<file path="config.mk">
export PLATFORM = sky130hd
export DESIGN_NAME = cnms_sector
export DESIGN_NICKNAME = d
export VERILOG_FILES = /design/src/hw/rtl/cnms_pkg.sv /design/src/hw/rtl/cnms_sector.sv
export SDC_FILE = /design/constraint.sdc
export NUM_CORES = 2
export LEC_CHECK = 0
export BUFFER_PORTS_ARGS = -buffer_cell sky130_fd_sc_hd__buf_2
export CORE_MARGIN = 3
export CORE_UTILIZATION = 25
export DETAILED_ROUTE_END_ITERATION = 12
export HOLD_SLACK_MARGIN = 0.15
export PLACE_DENSITY = 0.47
export SLEW_MARGIN = 20
export SYNTH_ARGS = -nofsm -noshare
export SYNTH_HDL_FRONTEND = slang
export SYNTH_SLANG_ARGS = --single-unit
export TNS_END_PERCENT = 50
</file>
<file path="constraint.sdc">
create_clock -name clk -period 11.05 [get_ports clk]
set_clock_uncertainty 0.1 [all_clocks]
set_input_delay 1.6575 -clock clk [delete_from_list [all_inputs] [get_ports clk]]
set_output_delay 1.6575 -clock clk [all_outputs]
set_load 0.02 [all_outputs]
</file>
<file path="src/hw/rtl/cnms_pkg.sv">
package cnms_pkg;

	localparam int MAX_WIDTH_DEF = 1024;
	localparam int MAG_W = 12;
	localparam int GRAD_W = 11;
	localparam int IW_W = 11;
	localparam int IH_W = 12;

	localparam logic [IW_W-1:0] WIDTH_RST = 11'd640;
	localparam logic [IH_W-1:0] HEIGHT_RST = 12'd480;
	localparam logic [7:0] THRESH_RST = 8'd25;

	// tan 22 and tan 23 degrees scaled by 10^12
	localparam logic [39:0] TAN_SCALE = 40'd1000000000000;
	localparam logic [39:0] TAN22_FX = 40'd404026225835;
	localparam logic [39:0] TAN23_FX = 40'd424474816210;

	typedef enum logic [1:0] {
		SEC_HORZ = 2'd0,
		SEC_DIAG_UP = 2'd1,
		SEC_VERT = 2'd2,
		SEC_DIAG_DN = 2'd3
	} sector_t;

	typedef enum logic [1:0] {
		REG_WIDTH = 2'd0,
		REG_HEIGHT = 2'd1,
		REG_BINARIZE = 2'd2,
		REG_THRESH = 2'd3
	} reg_idx_t;

	// result of the front stage handed to the window stage
	typedef struct packed {
		logic [MAG_W-1:0] mag;
		logic [3:0] cmp;
		logic gx_neg;
		logic gy_pos;
		logic ay_zero;
	} front_t;

endpackage

</file>
<file path="src/hw/rtl/cnms_sector.sv">
module cnms_sector (
	input  logic                          clk,
	input  logic                          en,
	input  logic signed [cnms_pkg::GRAD_W-1:0] gx,
	input  logic signed [cnms_pkg::GRAD_W-1:0] gy,
	output cnms_pkg::front_t              res_s1,
	output cnms_pkg::sector_t             sec_s1
);
	logic [cnms_pkg::GRAD_W-1:0] ax, ay;
	logic [50:0] ay_s, ay_22, ay_23, ax_s, ax_22, ax_23;
	cnms_pkg::front_t nxt;

	assign ax = gx[cnms_pkg::GRAD_W-1] ? (~gx + 1'b1) : gx;
	assign ay = gy[cnms_pkg::GRAD_W-1] ? (~gy + 1'b1) : gy;
	assign ay_s  = 51'(ay) * 51'(cnms_pkg::TAN_SCALE);
	assign ay_22 = 51'(ay) * 51'(cnms_pkg::TAN22_FX);
	assign ay_23 = 51'(ay) * 51'(cnms_pkg::TAN23_FX);
	assign ax_s  = 51'(ax) * 51'(cnms_pkg::TAN_SCALE);
	assign ax_22 = 51'(ax) * 51'(cnms_pkg::TAN22_FX);
	assign ax_23 = 51'(ax) * 51'(cnms_pkg::TAN23_FX);

	always_comb begin
		nxt.mag = 12'(ax) + 12'(ay);
		nxt.cmp[0] = ay_s < ax_23;
		nxt.cmp[1] = ay_22 < ax_s;
		nxt.cmp[2] = ay_s < ax_22;
		nxt.cmp[3] = ay_23 < ax_s;
		nxt.gx_neg = gx[cnms_pkg::GRAD_W-1];
		nxt.gy_pos = !gy[cnms_pkg::GRAD_W-1] && (gy != '0);
		nxt.ay_zero = (gy == '0);
	end

	always_ff @(posedge clk) begin
		if (en) begin
			res_s1 <= nxt;
		end
	end

	always_comb begin
		if (res_s1.ay_zero) begin
			sec_s1 = cnms_pkg::SEC_HORZ;
		end else if (!res_s1.gx_neg) begin
			if (res_s1.cmp[0]) sec_s1 = cnms_pkg::SEC_HORZ;
			else if (res_s1.cmp[1])
				sec_s1 = res_s1.gy_pos ? cnms_pkg::SEC_DIAG_UP : cnms_pkg::SEC_DIAG_DN;
			else sec_s1 = cnms_pkg::SEC_VERT;
		end else begin
			if (res_s1.cmp[2]) sec_s1 = cnms_pkg::SEC_HORZ;
			else if (res_s1.cmp[3])
				sec_s1 = res_s1.gy_pos ? cnms_pkg::SEC_DIAG_DN : cnms_pkg::SEC_DIAG_UP;
			else sec_s1 = cnms_pkg::SEC_VERT;
		end
	end
endmodule

</file>
==> run summary <==
• cells after synthesis: 4032
• total grt overflow: 0
• fin worst setup slack: 401.9 ps
• clock buffers created by TritonCTS: 3
• kind of critical path: in -> reg
• Post CTS Setup Buffer Count: 0
• critical path launch point type: primary input
• number of global-route vias before repair: 30480
• endpoint type of the worst setup path: flip-flop
• register with the highest flop count: res_s1
• Worst Tran Pin Value: 1195 ps
• clock tree from TritonCTS: yes
• Max Cap Viol: 0
• dpl hpwl: 125.8 mm
• final routed wirelength across all metal layers: 139.1 mm
• Worst Path Arrival: 10650 ps
• Pins Over Slew Limit: 0
• ratio of final minimum period to clock period: 96.36%
• vertical die dimension: 389.0 µm
• Crit path largest cell delay: 620 ps
• number of optimization iterations in the first detailed-route pass: 5
• post-cts hold buffer count: 0
• htree depth: 1
• crit path max fanout: 8
• average instance area after synthesis: 9.093 µm²
• final hold viol count: 0
• via count of the routed design: 29360
• count of flip-flops with a built-in enable after synthesis: 19
• post-synth top area cell: fa_1
• max reg flops: 19
• core area: 144700 µm²
• layout-stage area growth over the synthesis result: 11.21%
• first-pass GRT wire length: 204.6 mm
• sinks on the clock net: 19
• synth unique cells: 80
• clock transition at the registers of the reported paths: 80 ps
• Worst Min Path Start: gy[9]
• final net count: 5675
• I/O pin total: 45
• area share of the largest cell type after synthesis: 32.60%
• Tightest Hold Check Type: in -> reg
• ratio of routed vias to standard cells: 4.781
• top flop regs: res_s1: 19 flops
• sequential-to-total area share from yosys stat: 1.556%
• initial cell density of the core: 25.34%
• Min Clock Period, post-route: 10650 ps
• ys flop type: edfxtp_1
• number of antenna violations at the first check in global routing: 4
• sink of the worst hold path: res_s1[0]
• Post-Syn Nets: 5472
• remaining max-slew budget at the tightest pin: 19.79%
• largest buffer count on any clock path: 2
• Die Width: 389.0 µm
• FILL cells: 15550
• aggregate global-route resource usage: 18.27%
• synthesis-stage register bit count: 19
• DRC violations left: 0
• Setup Viol. Count Final: 0
• global placement routability congestion: 1.001
• unrepaired setup endpoints after global routing: false
• hold-critical path depth: 2
• most repeated cell in the gate-level netlist after synthesis: inv_1
• top cells by count, synth: inv_1, ha_1, fa_1, a21oi_1, nor2_1
• die area: 151300 µm²
• Starting DRT DRC Count: 2054
• total number of placement rows: 139
• WL per Instance: 22.66 µm
• post-route ant nets: 0
• Post-synth ARST share: 0%
• maximum achievable frequency: 93.91 MHz
• cell chosen for the clock root: clkbuf_16
• start point of the critical path: gx[0]
• Crit-path slowest cell: xnor2_4
• status: complete, no violations
• synthesis warning total: 0
• layout cell share with drive strength beyond 1: 6.542%
• top cells by area, synth: fa_1, ha_1, inv_1, xnor2_1, a21oi_1
• required time of the critical path: 11050 ps
• largest net degree at the start of global routing: 28
• Post-Syn Area: 36660 µm²
• post-placement worst setup slack: -130.7 ps
• number of buffers added on ports: 44
area by class of cell:
type	count	area (µm²)	share of cell area, %
multi-input combinational	3046	32620	80.00
inverter	942	3536	8.672
tap	1903	2381	5.840
timing repair buffer	223	1577	3.866
sequential	19	570.5	1.399
clock buffer	3	75.07	0.1841
antenna	4	10.01	0.02455
clock inverter	1	7.507	0.01841
logic make-up (layout without fill, tap and decap cells):
group / count (synthesis) / after routing / share of synthesized area (%)
flops: 19 / 19 / 1.556
mux: 4 / 4 / 0.1126
other cells: 0 / 4 / 0
xor+xnor: 231 / 231 / 5.518
buf+inv: 967 / 1169 / 9.900
compound gates: 779 / 779 / 13.87
simple gates: 616 / 616 / 8.491
fa+ha+maj: 1416 / 1416 / 60.55
stage by stage:
stage	instance area (µm²)	TNS, ps	hold WS [ps]	utilization [%]	cells
after floorplan	36660	0	1656	-	4032
after global placement	40650	-234.5	1940	28.09	6133
after detailed placement	40650	-256.7	1942	28.09	6133
after CTS	40730	0	1648	28.15	6137
after global routing	40760	0	1671	28.17	6137
final	40770	0	1658	28.18	6141
repair_timing:
item                       in CTS  in global routing
gates resized for setup         0                  5
hold endpoints to repair        0                  0
setup endpoints to repair       0                  2
worst max path at each step:
| stage | to | slack (ps) | cells after the start |
|---|---|---|---|
| 2_1_floorplan | res_s1[3] | 190 | 36 |
| 3_3_place_gp | res_s1[3] | -150 | 35 |
| 3_5_place_dp | res_s1[3] | -130 | 35 |
| 4_1_cts | res_s1[3] | 130 | 35 |
| 5_1_grt | res_s1[3] | 20 | 36 |
| 6_report | res_s1[3] | 400 | 35 |
critical path, delay by kind of cell:
kind,cells,cell delay [ps]
adder cells (fa/ha/maj),7,2690
AND/OR/NAND/NOR,9,1620
buffers and inverters,4,880
AO/OA/AOI/OAI,13,2890
XOR/XNOR,2,890
placed cells by master (no fill, tap or decap), types with 49 or more instances in the layout:
master / n
a21o_1: 144
nand4_1: 50
a21oi_1: 237
nand3_1: 61
fa_1: 597
ha_1: 818
nor2_1: 148
xor2_1: 88
xnor2_1: 130
nand2b_1: 49
o21ai_0: 140
inv_1: 942
buf_4: 178
nand2_1: 121
metal layers:
layer  GRT usage (%)  up-vias  wire [µm]
li1                -    13780          -
met1           25.46    14550      64500
met2           28.91      843      60890
met3           2.466      189       7887
met4           6.395        0       5876
met5               0        -          0
Power is left out: the tool's default activity adds up to more than one toggle a clock period on the data nets, which glitch-free logic cannot reach.
